--- src/sv/xs128_pkg.sv ---
// Shared types, constants and helper functions for the xorshift128 random source.
package xs128_pkg;

   localparam int WORD_W = 32;

   // Operation selector codes on the request side.
   localparam logic [1:0] FUNC_SEED  = 2'd0;
   localparam logic [1:0] FUNC_DRAW  = 2'd1;
   localparam logic [1:0] FUNC_RANGE = 2'd2;

   // Command queue between front and back.
   localparam int CMD_DEPTH = 2;
   localparam int CMD_PTR_W = $clog2(CMD_DEPTH);
   localparam int CMD_CNT_W = $clog2(CMD_DEPTH + 1);

   // Result queue at the back end.
   localparam int RSP_DEPTH = 4;
   localparam int RSP_PTR_W = $clog2(RSP_DEPTH);
   localparam int RSP_CNT_W = $clog2(RSP_DEPTH + 1);

   // Reseed runs as four chained multiply steps.
   localparam int         SEED_STEP_W = 2;
   localparam logic [1:0] SEED_LAST   = 2'd3;

   localparam logic [WORD_W-1:0] SEED_MULT = 32'd1812433253;

   typedef enum logic [1:0] {
      OP_SEED,
      OP_DRAW,
      OP_RANGE,
      OP_FIXED
   } op_type;

   // One classified request as it travels from front to back.
   typedef struct packed {
      op_type            op;
      logic [WORD_W-1:0] seed;
      logic [WORD_W-1:0] low;
      logic [WORD_W-1:0] diff;
      logic              err;
   } cmd_type;

   // Execute stage output, input to the multiply stage.
   typedef struct packed {
      op_type            op;
      logic [WORD_W-1:0] word;
      logic [WORD_W-1:0] low;
      logic [WORD_W-1:0] diff;
      logic              err;
   } stage_type;

   typedef struct packed {
      logic [WORD_W-1:0] word;
      logic [WORD_W-1:0] value;
      logic              err;
   } rsp_type;

   function automatic logic [WORD_W-1:0] seed_mix(logic [WORD_W-1:0] s);
      return WORD_W'(SEED_MULT * (s ^ (s >> 30)));
   endfunction

   function automatic logic [WORD_W-1:0] seed_chain(logic [WORD_W-1:0] s,
                                                    logic [WORD_W-1:0] k);
      return WORD_W'(seed_mix(s) + k);
   endfunction

   // Generator state after reset equals a reseed with zero.
   localparam logic [WORD_W-1:0] RESET_A = seed_chain(32'd0, 32'd1);
   localparam logic [WORD_W-1:0] RESET_B = seed_chain(RESET_A, 32'd2);
   localparam logic [WORD_W-1:0] RESET_C = seed_chain(RESET_B, 32'd3);
   localparam logic [WORD_W-1:0] RESET_D = seed_chain(RESET_C, 32'd4);

endpackage

--- src/sv/xorshift128_random_source.sv ---
// Top level of the xorshift128 random source: front end, command queue and back end.
// Draw and range requests pass the command queue, execute and multiply registers and
// result queue, one per cycle while the result queue has room; a reseed holds the back end
// while its four chained 32x32 multiplies run one per cycle through a single multiplier.
// Reset (synchronous) empties both queues and loads the state of a reseed with zero;
// no clearing pass is needed, and requests are taken in the cycle after reset drops.
module xorshift128_random_source
   import xs128_pkg::*;
(
   input  logic                     clock,
   input  logic                     reset,
   input  logic                     req_push,
   output logic                     req_full,
   input  logic [1:0]               req_func,
   input  logic [WORD_W-1:0]        req_seed,
   input  logic signed [WORD_W-1:0] req_range_low,
   input  logic signed [WORD_W-1:0] req_range_high,
   output logic                     rsp_empty,
   input  logic                     rsp_pop,
   output logic [WORD_W-1:0]        rsp_word,
   output logic signed [WORD_W-1:0] rsp_range_value,
   output logic                     rsp_range_error
);

   logic    cmd_valid;
   logic    cmd_pop;
   cmd_type cmd_data;

   xs128_front u_front (
      .clock          (clock),
      .reset          (reset),
      .req_push       (req_push),
      .req_full       (req_full),
      .req_func       (req_func),
      .req_seed       (req_seed),
      .req_range_low  (req_range_low),
      .req_range_high (req_range_high),
      .cmd_valid      (cmd_valid),
      .cmd_data       (cmd_data),
      .cmd_pop        (cmd_pop)
   );

   xs128_back u_back (
      .clock           (clock),
      .reset           (reset),
      .cmd_valid       (cmd_valid),
      .cmd_data        (cmd_data),
      .cmd_pop         (cmd_pop),
      .rsp_empty       (rsp_empty),
      .rsp_pop         (rsp_pop),
      .rsp_word        (rsp_word),
      .rsp_range_value (rsp_range_value),
      .rsp_range_error (rsp_range_error)
   );

endmodule

--- src/sv/xs128_front.sv ---
// Request front end: classifies each request and queues it for the back end.
module xs128_front
   import xs128_pkg::*;
(
   input  logic                     clock,
   input  logic                     reset,
   input  logic                     req_push,
   output logic                     req_full,
   input  logic [1:0]               req_func,
   input  logic [WORD_W-1:0]        req_seed,
   input  logic signed [WORD_W-1:0] req_range_low,
   input  logic signed [WORD_W-1:0] req_range_high,
   output logic                     cmd_valid,
   output cmd_type                  cmd_data,
   input  logic                     cmd_pop
);

   cmd_type              cmd_in;
   cmd_type              cmd_mem_ff [CMD_DEPTH];
   logic [CMD_PTR_W-1:0] wr_ptr_ff, wr_ptr_in;
   logic [CMD_PTR_W-1:0] rd_ptr_ff, rd_ptr_in;
   logic [CMD_CNT_W-1:0] count_ff, count_in;
   logic                 push;

   // Equal and inverted bounds need no generator step, so they become fixed results.
   always_comb begin
      cmd_in.op   = OP_FIXED;
      cmd_in.seed = req_seed;
      cmd_in.low  = '0;
      cmd_in.diff = $unsigned(req_range_high) - $unsigned(req_range_low);
      cmd_in.err  = 1'b0;
      case (req_func)
         FUNC_SEED: begin
            cmd_in.op = OP_SEED;
         end
         FUNC_DRAW: begin
            cmd_in.op = OP_DRAW;
         end
         FUNC_RANGE: begin
            cmd_in.low = $unsigned(req_range_low);
            if (req_range_high < req_range_low) begin
               cmd_in.err = 1'b1;
            end else if (req_range_high != req_range_low) begin
               cmd_in.op = OP_RANGE;
            end
         end
         default: begin
         end
      endcase
   end

   assign req_full  = (count_ff == CMD_CNT_W'(CMD_DEPTH));
   assign push      = req_push && !req_full;
   assign cmd_valid = (count_ff != '0);
   assign cmd_data  = cmd_mem_ff[rd_ptr_ff];

   always_comb begin
      wr_ptr_in = push ? CMD_PTR_W'(wr_ptr_ff + 1'b1) : wr_ptr_ff;
      rd_ptr_in = cmd_pop ? CMD_PTR_W'(rd_ptr_ff + 1'b1) : rd_ptr_ff;
      count_in  = count_ff;
      if (push && !cmd_pop) begin
         count_in = CMD_CNT_W'(count_ff + 1'b1);
      end else if (!push && cmd_pop) begin
         count_in = CMD_CNT_W'(count_ff - 1'b1);
      end
   end

   always_ff @(posedge clock) begin
      if (reset) begin
         wr_ptr_ff <= '0;
         rd_ptr_ff <= '0;
         count_ff  <= '0;
      end else begin
         wr_ptr_ff <= wr_ptr_in;
         rd_ptr_ff <= rd_ptr_in;
         count_ff  <= count_in;
      end
   end

   always_ff @(posedge clock) begin
      if (push) begin
         cmd_mem_ff[wr_ptr_ff] <= cmd_in;
      end
   end

endmodule

--- src/sv/xs128_back.sv ---
// Back end: generator state, reseed sequencer, range multiply pipeline and result queue.
module xs128_back
   import xs128_pkg::*;
(
   input  logic                     clock,
   input  logic                     reset,
   input  logic                     cmd_valid,
   input  cmd_type                  cmd_data,
   output logic                     cmd_pop,
   output logic                     rsp_empty,
   input  logic                     rsp_pop,
   output logic [WORD_W-1:0]        rsp_word,
   output logic signed [WORD_W-1:0] rsp_range_value,
   output logic                     rsp_range_error
);

   logic [WORD_W-1:0]      state_a_ff, state_a_in;
   logic [WORD_W-1:0]      state_b_ff, state_b_in;
   logic [WORD_W-1:0]      state_c_ff, state_c_in;
   logic [WORD_W-1:0]      state_d_ff, state_d_in;
   logic                   seeding_ff, seeding_in;
   logic [SEED_STEP_W-1:0] seed_step_ff, seed_step_in;
   logic [WORD_W-1:0]      prod_ff, prod_in;
   logic [WORD_W-1:0]      seed_s;
   logic [WORD_W-1:0]      mix_src;
   logic [WORD_W-1:0]      shift_t;
   logic [WORD_W-1:0]      new_d;
   logic                   advance;

   logic                   m_valid_ff, m_valid_in;
   stage_type              m_ff, m_in;
   logic                   p_valid_ff;
   op_type                 p_op_ff;
   logic [WORD_W-1:0]      p_word_ff;
   logic [WORD_W-1:0]      p_low_ff;
   logic                   p_err_ff;
   logic [2*WORD_W-1:0]    p_prod_ff;
   logic [WORD_W:0]        low_sum;
   logic [WORD_W-1:0]      scaled;
   rsp_type                rsp_in;

   rsp_type                rsp_mem_ff [RSP_DEPTH];
   logic [RSP_PTR_W-1:0]   q_wr_ptr_ff, q_wr_ptr_in;
   logic [RSP_PTR_W-1:0]   q_rd_ptr_ff, q_rd_ptr_in;
   logic [RSP_CNT_W-1:0]   q_count_ff, q_count_in;
   logic [RSP_CNT_W:0]     in_flight;
   logic                   credit_ok;
   logic                   q_pop;

   // Every request in the pipeline holds a slot in the result queue.
   assign in_flight = (RSP_CNT_W+1)'(q_count_ff) + (RSP_CNT_W+1)'(m_valid_ff)
                      + (RSP_CNT_W+1)'(p_valid_ff);
   assign credit_ok = (in_flight < (RSP_CNT_W+1)'(RSP_DEPTH));
   assign cmd_pop   = cmd_valid && !seeding_ff && credit_ok;
   assign advance   = cmd_pop && ((cmd_data.op == OP_DRAW) || (cmd_data.op == OP_RANGE));

   assign seed_s  = WORD_W'(prod_ff + WORD_W'(seed_step_ff) + 1'b1);
   assign mix_src = seeding_ff ? seed_s : cmd_data.seed;
   assign shift_t = state_a_ff ^ (state_a_ff << 11);
   assign new_d   = state_d_ff ^ (state_d_ff >> 19) ^ shift_t ^ (shift_t >> 8);

   always_comb begin
      state_a_in   = state_a_ff;
      state_b_in   = state_b_ff;
      state_c_in   = state_c_ff;
      state_d_in   = state_d_ff;
      prod_in      = seed_mix(mix_src);
      seeding_in   = seeding_ff;
      seed_step_in = '0;
      if (seeding_ff) begin
         // Each step finishes one state word and starts the multiply for the next.
         case (seed_step_ff)
            2'd0:    state_a_in = seed_s;
            2'd1:    state_b_in = seed_s;
            2'd2:    state_c_in = seed_s;
            default: state_d_in = seed_s;
         endcase
         seed_step_in = SEED_STEP_W'(seed_step_ff + 1'b1);
         seeding_in   = (seed_step_ff != SEED_LAST);
      end else if (advance) begin
         state_a_in = state_b_ff;
         state_b_in = state_c_ff;
         state_c_in = state_d_ff;
         state_d_in = new_d;
      end else if (cmd_pop && (cmd_data.op == OP_SEED)) begin
         seeding_in = 1'b1;
      end
   end

   always_comb begin
      m_valid_in = (cmd_pop && (cmd_data.op != OP_SEED))
                   || (seeding_ff && (seed_step_ff == SEED_LAST));
      m_in.op    = seeding_ff ? OP_SEED : cmd_data.op;
      m_in.word  = advance ? new_d : '0;
      m_in.low   = seeding_ff ? '0 : cmd_data.low;
      m_in.diff  = cmd_data.diff;
      m_in.err   = seeding_ff ? 1'b0 : cmd_data.err;
   end

   // floor(word * (diff + 1) / 2^32) is the high half of word * diff + word.
   always_comb begin
      low_sum = {1'b0, p_prod_ff[WORD_W-1:0]} + {1'b0, p_word_ff};
      scaled  = (p_op_ff == OP_RANGE)
                ? WORD_W'(p_prod_ff[2*WORD_W-1:WORD_W] + WORD_W'(low_sum[WORD_W]))
                : '0;
      rsp_in.word  = p_word_ff;
      rsp_in.value = WORD_W'(p_low_ff + scaled);
      rsp_in.err   = p_err_ff;
   end

   assign q_pop     = rsp_pop && !rsp_empty;
   assign rsp_empty = (q_count_ff == '0);

   always_comb begin
      q_wr_ptr_in = p_valid_ff ? RSP_PTR_W'(q_wr_ptr_ff + 1'b1) : q_wr_ptr_ff;
      q_rd_ptr_in = q_pop ? RSP_PTR_W'(q_rd_ptr_ff + 1'b1) : q_rd_ptr_ff;
      q_count_in  = q_count_ff;
      if (p_valid_ff && !q_pop) begin
         q_count_in = RSP_CNT_W'(q_count_ff + 1'b1);
      end else if (!p_valid_ff && q_pop) begin
         q_count_in = RSP_CNT_W'(q_count_ff - 1'b1);
      end
   end

   always_ff @(posedge clock) begin
      if (reset) begin
         state_a_ff   <= RESET_A;
         state_b_ff   <= RESET_B;
         state_c_ff   <= RESET_C;
         state_d_ff   <= RESET_D;
         seeding_ff   <= 1'b0;
         seed_step_ff <= '0;
         m_valid_ff   <= 1'b0;
         p_valid_ff   <= 1'b0;
         q_wr_ptr_ff  <= '0;
         q_rd_ptr_ff  <= '0;
         q_count_ff   <= '0;
      end else begin
         state_a_ff   <= state_a_in;
         state_b_ff   <= state_b_in;
         state_c_ff   <= state_c_in;
         state_d_ff   <= state_d_in;
         seeding_ff   <= seeding_in;
         seed_step_ff <= seed_step_in;
         m_valid_ff   <= m_valid_in;
         p_valid_ff   <= m_valid_ff;
         q_wr_ptr_ff  <= q_wr_ptr_in;
         q_rd_ptr_ff  <= q_rd_ptr_in;
         q_count_ff   <= q_count_in;
      end
   end

   always_ff @(posedge clock) begin
      prod_ff   <= prod_in;
      m_ff      <= m_in;
      p_op_ff   <= m_ff.op;
      p_word_ff <= m_ff.word;
      p_low_ff  <= m_ff.low;
      p_err_ff  <= m_ff.err;
      p_prod_ff <= m_ff.word * m_ff.diff;
      if (p_valid_ff) begin
         rsp_mem_ff[q_wr_ptr_ff] <= rsp_in;
      end
   end

   assign rsp_word        = rsp_mem_ff[q_rd_ptr_ff].word;
   assign rsp_range_value = $signed(rsp_mem_ff[q_rd_ptr_ff].value);
   assign rsp_range_error = rsp_mem_ff[q_rd_ptr_ff].err;

`ifndef SYNTHESIS
   a_credit_bound: assert property (@(posedge clock) disable iff (reset)
      in_flight <= (RSP_CNT_W+1)'(RSP_DEPTH))
      else $error("result queue overcommitted");

   a_no_issue_while_seeding: assert property (@(posedge clock) disable iff (reset)
      seeding_ff |-> !cmd_pop)
      else $error("request issued during reseed");

   a_seed_start: assert property (@(posedge clock) disable iff (reset)
      (cmd_pop && (cmd_data.op == OP_SEED)) |=> (seeding_ff && (seed_step_ff == '0)))
      else $error("reseed did not start");

   a_seed_finish: assert property (@(posedge clock) disable iff (reset)
      (seeding_ff && (seed_step_ff == SEED_LAST)) |=> (!seeding_ff && m_valid_ff))
      else $error("reseed did not finish with a result");
`endif

endmodule

--- config.mk ---
export PLATFORM = sky130hd
export DESIGN_NAME = xorshift128_random_source
export DESIGN_NICKNAME = d
export VERILOG_FILES = /design/src/sv/xs128_pkg.sv /design/src/sv/xorshift128_random_source.sv /design/src/sv/xs128_front.sv /design/src/sv/xs128_back.sv
export SDC_FILE = /design/constraint.sdc
export NUM_CORES = 2
export LEC_CHECK = 0
export ABC_CLOCK_PERIOD_IN_PS = 7780
export BUFFER_PORTS_ARGS = -buffer_cell sky130_fd_sc_hd__buf_2
export CORE_MARGIN = 2
export CORE_UTILIZATION = 35
export DETAILED_ROUTE_END_ITERATION = 7
export GPL_ROUTABILITY_DRIVEN = 0
export SYNTH_ARGS = -nofsm -noshare
export SYNTH_HDL_FRONTEND = slang
export SYNTH_HIERARCHICAL = 1
export SYNTH_SLANG_ARGS = --single-unit
--- constraint.sdc ---
create_clock -name clock -period 7.78 [get_ports clock]
set_input_delay 0.778 -clock clock [delete_from_list [all_inputs] [get_ports clock]]
set_output_delay 0.778 -clock clock [all_outputs]
set_load 0.05 [all_outputs]
After elaboration in Yosys (flattened, before gate mapping)
Memory sizes are Yosys's and may differ from the RTL's. A register that Yosys moved wholly into a read port is not among the register bits.
Index checks and enable logic that the tools add are counted.
{ "totals": {"latch_bits": 0, "ramBits": 458, "ff_bits": 406, "elab_cells": 140, "mem_bits_ro": 0, "n_memories": 2, "in_bits": 102} }
{ "memory_table": {"columns": ["memory", "depth", "width", "read_ports", "rd_ports_with_merged_regs", "wr", "line_no", "rtl"], "rows": [
  ["u_back.rsp_mem_ff", 4, 65, 1, 1, 1, "xs128_back.sv:42", "rsp_type rsp_mem_ff [RSP_DEPTH];"],
  ["u_front.cmd_mem_ff", 2, 99, 1, 1, 1, "xs128_front.sv:19", "cmd_type cmd_mem_ff [CMD_DEPTH];"]
]} }
{ "op_classes": {"reduce_logical": 36, "bitwise_logic": 6, "n_mux": 35, "n_lt_le_gt_ge": 2, "eq_ne": 15, "n_div": 0, "shift": 0, "n_addsub": 17, "n_mul": 2} }
{ "op_table": {"columns": ["cell", "count"], "rows": [
  ["$mux W32", 15],
  ["$mul A32 B32 Y64", 1],
  ["$xor A32 B32 Y32", 2],
  ["$add A32 B32 Y33", 1],
  ["$add A32 B1 Y32", 1],
  ["$add A32 B1 Y32 const B", 1],
  ["$add A32 B2 Y32", 1],
  ["$add A32 B32 Y32", 1],
  ["$lt A32 B32 Y1", 1],
  ["$mul A31 B32 Y32 const A", 1],
  ["$ne A32 B32 Y1", 1],
  ["$sub A32 B32 Y32", 1],
  ["$xor A32 B13 Y32", 1],
  ["$xor A32 B2 Y32", 1],
  ["$xor A32 B24 Y32", 1],
  ["$eq A2 B2 Y1 const B", 6],
  ["$logic_and A1 B1 Y1", 12],
  ["$mux W1", 12],
  ["$mux W2", 5],
  ["$ne A2 B2 Y1 const B", 5],
  ["$reduce_bool A2 Y1", 5],
  ["$add A2 B1 Y2 const B", 4],
  ["$reduce_and A2 Y1", 4],
  ["$logic_not A1 Y1", 7],
  ["other kinds (16)", 23]
]} }

Depth between registers and ports, before layout
{ "depth": {"ltp_word": 8, "depth_mapped": 33} }

By module
Netlist, hierarchy kept.
{ "by_module_without_submodules": {"columns": ["mod", "instances", "area_each_um2", "cells_per_inst", "seq_area_each_um2"], "rows": [
  ["xs128_back", 1, 65957.0, 6539, 15895.2],
  ["xs128_front", 1, 9685.5, 708, 6045.8]
]} }

Worst setup path after synthesis
Ideal clock, no wire load.
{ "synth_timing": {"path_type": "flip-flop to flip-flop", "start": "reg u_back.seed_step_ff[0]", "end": "reg u_back.prod_ff[31]", "arrival_ps": 8177, "path_slack_ps": -519, "required_ps": 7658, "path_stages_with_launch": 34, "setup_ps": 122, "synth_period_minus_slack_ps": 8299, "cell_sequence": "dfxtp_1 -> inv_1 -> ha_1 -> fa_1 -> or3_4 -> or4_4 -> nor2_1 -> xnor2_1 -> nand2_1 -> xor2_1 -> a21oi_1 -> xnor2_1 -> ha_1 -> or2_2 -> ha_1 -> inv_1 -> fa_1 -> inv_1 -> ha_1 -> fa_1 -> fa_1 -> fa_1 -> inv_1 -> fa_1 -> inv_1 -> ha_1 -> a21o_1 -> a21o_1 -> a21o_1 -> a31oi_1 -> o21ai_0 -> o41ai_1 -> o21ai_0 -> xnor2_1"} }
{ "synth_between": {"elab_chain_cells": 5} }
{ "synth_rtl": {"columns": ["element", "line_no", "rtl"], "rows": [
  ["start: declaration", "xs128_back.sv:22", "logic [SEED_STEP_W-1:0] seed_step_ff, seed_step_in;"],
  ["start signal: assignment", "xs128_back.sv:144", "seed_step_ff <= seed_step_in;"],
  ["$add A32 B2 Y32", "xs128_back.sv:57", "assign seed_s = WORD_W'(prod_ff + WORD_W'(seed_step_ff) + 1'b1);"],
  ["$add A32 B1 Y32", "xs128_back.sv:57", null],
  ["$mux W32", "xs128_back.sv:58", "assign mix_src = seeding_ff ? seed_s : cmd_data.seed;"],
  ["$xor A32 B2 Y32", "xs128_pkg.sv:59", "return WORD_W'(SEED_MULT * (s ^ (s >> 30)));"],
  ["$mul A31 B32 Y32", "xs128_pkg.sv:59", null],
  ["via u_back.prod_in[31]", "xs128_back.sv:23", "logic [WORD_W-1:0] prod_ff, prod_in;"],
  ["end signal: assignment", "xs128_back.sv:154", "prod_ff <= prod_in;"],
  ["end: declaration", "xs128_back.sv:23", null]
]} }
The timed path passes the listed nets, and every way through them passes these cells.
A chain may end at the register's enable or synchronous reset.

Worst setup path in the final report
Ends and elaborated chain as after synthesis.

==> flow_metrics.py <==
metrics = {
    "outcome": {
        "status": "finished, final reports clean",
    },
    "yosys": {
        "multiplexer_share_of_the_synthesized_area_pct": 3.566,
        "synthCells": 7247,
        "synth_enable_flop_cells": 458,
        "synth-compound-area-share_pct": 6.438,
        "ys_top_cells_by_area": "sky130_fd_sc_hd__fa_1, sky130_fd_sc_hd__edfxtp_1, sky130_fd_sc_hd__dfxtp_1",
        "dominantRegCellSynth": "sky130_fd_sc_hd__edfxtp_1",
        "synth.cell_area_um2": 75640,
        "ys.warnings.count": 6,
        "synth.avg_cell_area_um2": 10.44,
        "combinational_family_with_the_most_area_after_synthesis": "adder cells",
        "synthDominantAreaCellType": "sky130_fd_sc_hd__fa_1",
        "post_synth_num_cell_types": 95,
        "ys_seq_area_share_pct": 29.01,
        "synth.ff_latch_count": 867,
        "synth_simple_gate_area_share_pct": 11.78,
        "ys_async_sr_fraction_pct": 0,
        "syn_nets": 8977,
        "netlist.area_leader.share_pct": 27.66,
        "xor_and_xnor_area_share_after_synthesis_pct": 3.733,
        "post_synth_fa_ha_maj_area_fraction_pct": 37.30,
    },
    "min_path": {
        "min-delay-path-class": "input port to flop",
        "whs_endpoint": "u_front/cmd_mem_ff[0][77]",
        "hp-start": "req_seed[12]",
        "worst_hold_path.num_cells": 1,
    },
    "global_routing": {
        "grt_antenna_before_repair": 9,
        "grt_first_pass_wirelength_um": 323800,
        "first_global_vias": 55750,
        "grt_util_all_layers_pct": 19.11,
        "grt_start_max_net_pins": 95,
        "grt_remaining_overflow": 0,
    },
    "timing": {
        "period_share_pct": 99.48,
        "maxClockFrequency_ghz": 0.1292,
        "final_hold_viol_count": 0,
        "max_slew_margin_pct": 21.87,
        "period_needed_ns": 7.740,
        "final.setup_skew_ns": 0.05782,
        "setup-violations-final": 0,
        "final_max_slew_viol_count": 0,
        "fin_hold_ws_ns": 0.2397,
        "worstMarginPinSlew_ns": 1.172,
        "setup_repair_after_global_routing_missed_its_margin": "true",
    },
    "floorplanning": {
        "die-area_um2": 219900,
        "floorplan.initialDensity_pct": 35.25,
        "row_count": 170,
        "core-area_um2": 214600,
        "floorplan.io_pins": 169,
        "floorplan.die.height_um": 468.9,
        "die_width_um": 468.9,
    },
    "detailed_routing": {
        "via_per_inst": 5.048,
        "drc": 0,
        "antenna_left": 0,
        "first_pass_iters": 5,
        "wl_per_cell_um": 20.28,
        "dr_total_vias": 52810,
        "drt_wirelength_um": 212100,
        "drt-initial-drc-count": 3916,
    },
    "clock_tree": {
        "clock_sink_count": 867,
        "cts_tree": "yes",
        "worstSkewPairLatency_ns": 0.75,
        "postCtsHoldBufs": 0,
        "clk_path_buf_depth": 3,
        "cts-buffers-inserted": 86,
        "path_clk_slew_ns": 0.07,
        "clk_root_buffer_cell": "sky130_fd_sc_hd__clkbuf_16",
        "cts_max_level": 3,
    },
    "worst_setup_path": {
        "timing.critical_path.from_type": "flop",
        "path_common_cell": "sky130_fd_sc_hd__fa_1",
        "regToRegEndpoint": "u_back/prod_ff[31]",
        "crit_path_end_kind": "flop",
        "timing.critical_path.slowest_cell_delay_ns": 0.50,
        "critical_path.slowest_cell": "sky130_fd_sc_hd__fa_1",
        "crit_path_start": "u_back/seed_step_ff[0]",
        "critical_path.max_fanout": 2,
        "worst-r2r-cell-count": 33,
        "reg2reg_from": "u_back/seed_step_ff[0]",
        "reg2reg_slack_ns": 0.04,
        "cp_data_arrival_time_ns": 8.33,
        "worst_ep_required_time_ns": 8.37,
        "timing_worst_setup_path_type": "flop to flop",
    },
    "cells_and_area": {
        "multiInputGateArea_um2": 48170,
        "seqCellArea_um2": 21990,
        "layout.filler_cells": 20470,
        "final_net_count": 9276,
        "final_layout_size_suffix_gt1_share_pct": 13.33,
        "area_growth_syn_to_layout_pct": 14.02,
    },
    "placed_design": {
        "count_of_input_and_output_buffers": 168,
        "dpl_hpwl_um": 162800,
    },
    "job": {
        "cap_violations": 0,
    },
}
==> kinds of logic (layout without fill, tap and decap cells) <==
logic type,after synthesis,after routing
xor+xnor,320,320
simple gates,1862,1862
flops,867,867
buf+inv,1644,2017
compound gates,751,751
mux,175,175
other cells,0,3
fa+ha+maj,1628,1628
==> stage by stage <==
stage | utilization [%] | cells | worst slack, ns | cell area [um2] | TNS [ns]
after CTS | 39.73 | 10430 | -0.007578 | 85270 | -0.007578
after global placement | 38.23 | 10270 | -0.2136 | 82040 | -0.8407
final | 40.19 | 10460 | 0.04016 | 86250 | 0
after floorplan | - | 7247 | 0.007039 | 75680 | 0
after detailed placement | 38.23 | 10270 | -0.2639 | 82040 | -1.429
after global routing | 40.18 | 10460 | -0.2372 | 86240 | -0.9377
==> registers in the layout, summed over array words and instances, names as in the netlist, named ones only <==
name,count
u_back/p_op_ff,2
u_back/m_valid_ff,1
u_back/p_valid_ff,1
u_front/rd_ptr_ff,1
u_front/cmd_mem_ff,198
u_front/wr_ptr_ff,1
u_back/state_d_ff,32
u_back/p_word_ff,32
u_back/p_low_ff,32
u_back/prod_ff,32
u_back/state_a_ff,32
u_back/m_ff,99
u_back/q_wr_ptr_ff,2
u_front/count_ff,2
u_back/p_err_ff,1
u_back/q_rd_ptr_ff,2
u_back/seeding_ff,1
u_back/seed_step_ff,2
u_back/p_prod_ff,64
u_back/q_count_ff,3
u_back/state_b_ff,32
u_back/rsp_mem_ff,260
u_back/state_c_ff,32
==> critical path, delay by kind of cell (launching register included) <==
family	cells	cell delay [ns]
fa+ha+maj	11	3.73
compound gates	8	1.52
simple gates	5	1.27
xor+xnor	4	0.54
flops	1	0.33
buf+inv	5	0.23
==> cell type report <==
| cell class | count | share of cell area, % |
|---|---|---|
| flip-flops and latches | 867 | 25.50 |
| inverters | 1323 | 5.758 |
| diodes | 3 | 0.008704 |
| clock inverters | 47 | 0.7471 |
| multi-input cells | 4736 | 55.85 |
| well taps | 2838 | 4.117 |
| repair buffers | 532 | 5.109 |
| clock buffers | 115 | 2.910 |
==> cell usage in the layout, fill, tap and decap left out, types with 100 or more instances in the layout <==
cell,instances
sky130_fd_sc_hd__inv_1,1312
sky130_fd_sc_hd__fa_1,1040
sky130_fd_sc_hd__nand2_1,792
sky130_fd_sc_hd__ha_1,564
sky130_fd_sc_hd__edfxtp_1,458
sky130_fd_sc_hd__and2_1,411
sky130_fd_sc_hd__dfxtp_1,390
sky130_fd_sc_hd__buf_4,288
sky130_fd_sc_hd__nor2_1,252
sky130_fd_sc_hd__xnor2_1,227
sky130_fd_sc_hd__a21oi_1,201
sky130_fd_sc_hd__buf_2,167
sky130_fd_sc_hd__o21ai_0,138
sky130_fd_sc_hd__mux2_2,101
sky130_fd_sc_hd__clkbuf_16,100
==> layer usage <==
| metal | part of all wire, % | vias up | global-route usage (%) |
|---|---|---|---|
| met2 | 47 | 1821 | 32.09 |
| met3 | 6.8 | 376 | 3.092 |
| met1 | 42 | 27010 | 25.24 |
| met4 | 3.6 | 4 | 5.861 |
| li1 | - | 23600 | - |
| met5 | 0.013 | - | 0 |
==> what timing repair did <==
item	CTS	global route
hold endpoints to repair	0	0
pin swaps	11	42
gates resized for setup	23	148
cloned	0	7
buffers inserted	2	19
setup endpoints to repair	19	28
==> cell usage after synthesis, types with 9 or more instances <==
cell type / instances
sky130_fd_sc_hd__inv_1: 1322
sky130_fd_sc_hd__fa_1: 1045
sky130_fd_sc_hd__nand2_1: 798
sky130_fd_sc_hd__ha_1: 583
sky130_fd_sc_hd__edfxtp_1: 458
sky130_fd_sc_hd__and2_1: 415
sky130_fd_sc_hd__dfxtp_1: 409
sky130_fd_sc_hd__clkbuf_1: 298
sky130_fd_sc_hd__nor2_1: 261
sky130_fd_sc_hd__xnor2_1: 234
sky130_fd_sc_hd__a21oi_1: 219
sky130_fd_sc_hd__o21ai_0: 155
sky130_fd_sc_hd__mux2_2: 101
sky130_fd_sc_hd__a21o_1: 94
sky130_fd_sc_hd__xor2_1: 84
sky130_fd_sc_hd__nand3_1: 73
sky130_fd_sc_hd__a211oi_1: 67
sky130_fd_sc_hd__nor3_1: 66
sky130_fd_sc_hd__mux4_2: 65
sky130_fd_sc_hd__nand2b_1: 58
sky130_fd_sc_hd__nor2b_1: 57
sky130_fd_sc_hd__o211ai_1: 35
sky130_fd_sc_hd__and3_1: 32
sky130_fd_sc_hd__nand4_1: 28
sky130_fd_sc_hd__o21a_1: 21
sky130_fd_sc_hd__o21bai_1: 20
sky130_fd_sc_hd__or3_1: 17
sky130_fd_sc_hd__buf_1: 16
sky130_fd_sc_hd__a31oi_1: 15
sky130_fd_sc_hd__and4_1: 15
sky130_fd_sc_hd__a311oi_1: 12
sky130_fd_sc_hd__a211o_1: 9
sky130_fd_sc_hd__a21boi_0: 9
sky130_fd_sc_hd__o31ai_1: 9
==> how the worst max path moves through the flow <==
stage                                      end  cells past startpoint
final                       u_back/prod_ff[31]                     33
after floorplan             u_back/prod_ff[31]                     33
after detailed placement  u_back/p_prod_ff[61]                     27
after CTS                   u_back/prod_ff[31]                     31
after global routing        u_back/prod_ff[31]                     33
after global placement    u_back/p_prod_ff[61]                     26
Power is not shown: default switching activity piles up to over one toggle a cycle in this logic, so the estimate is an artifact.
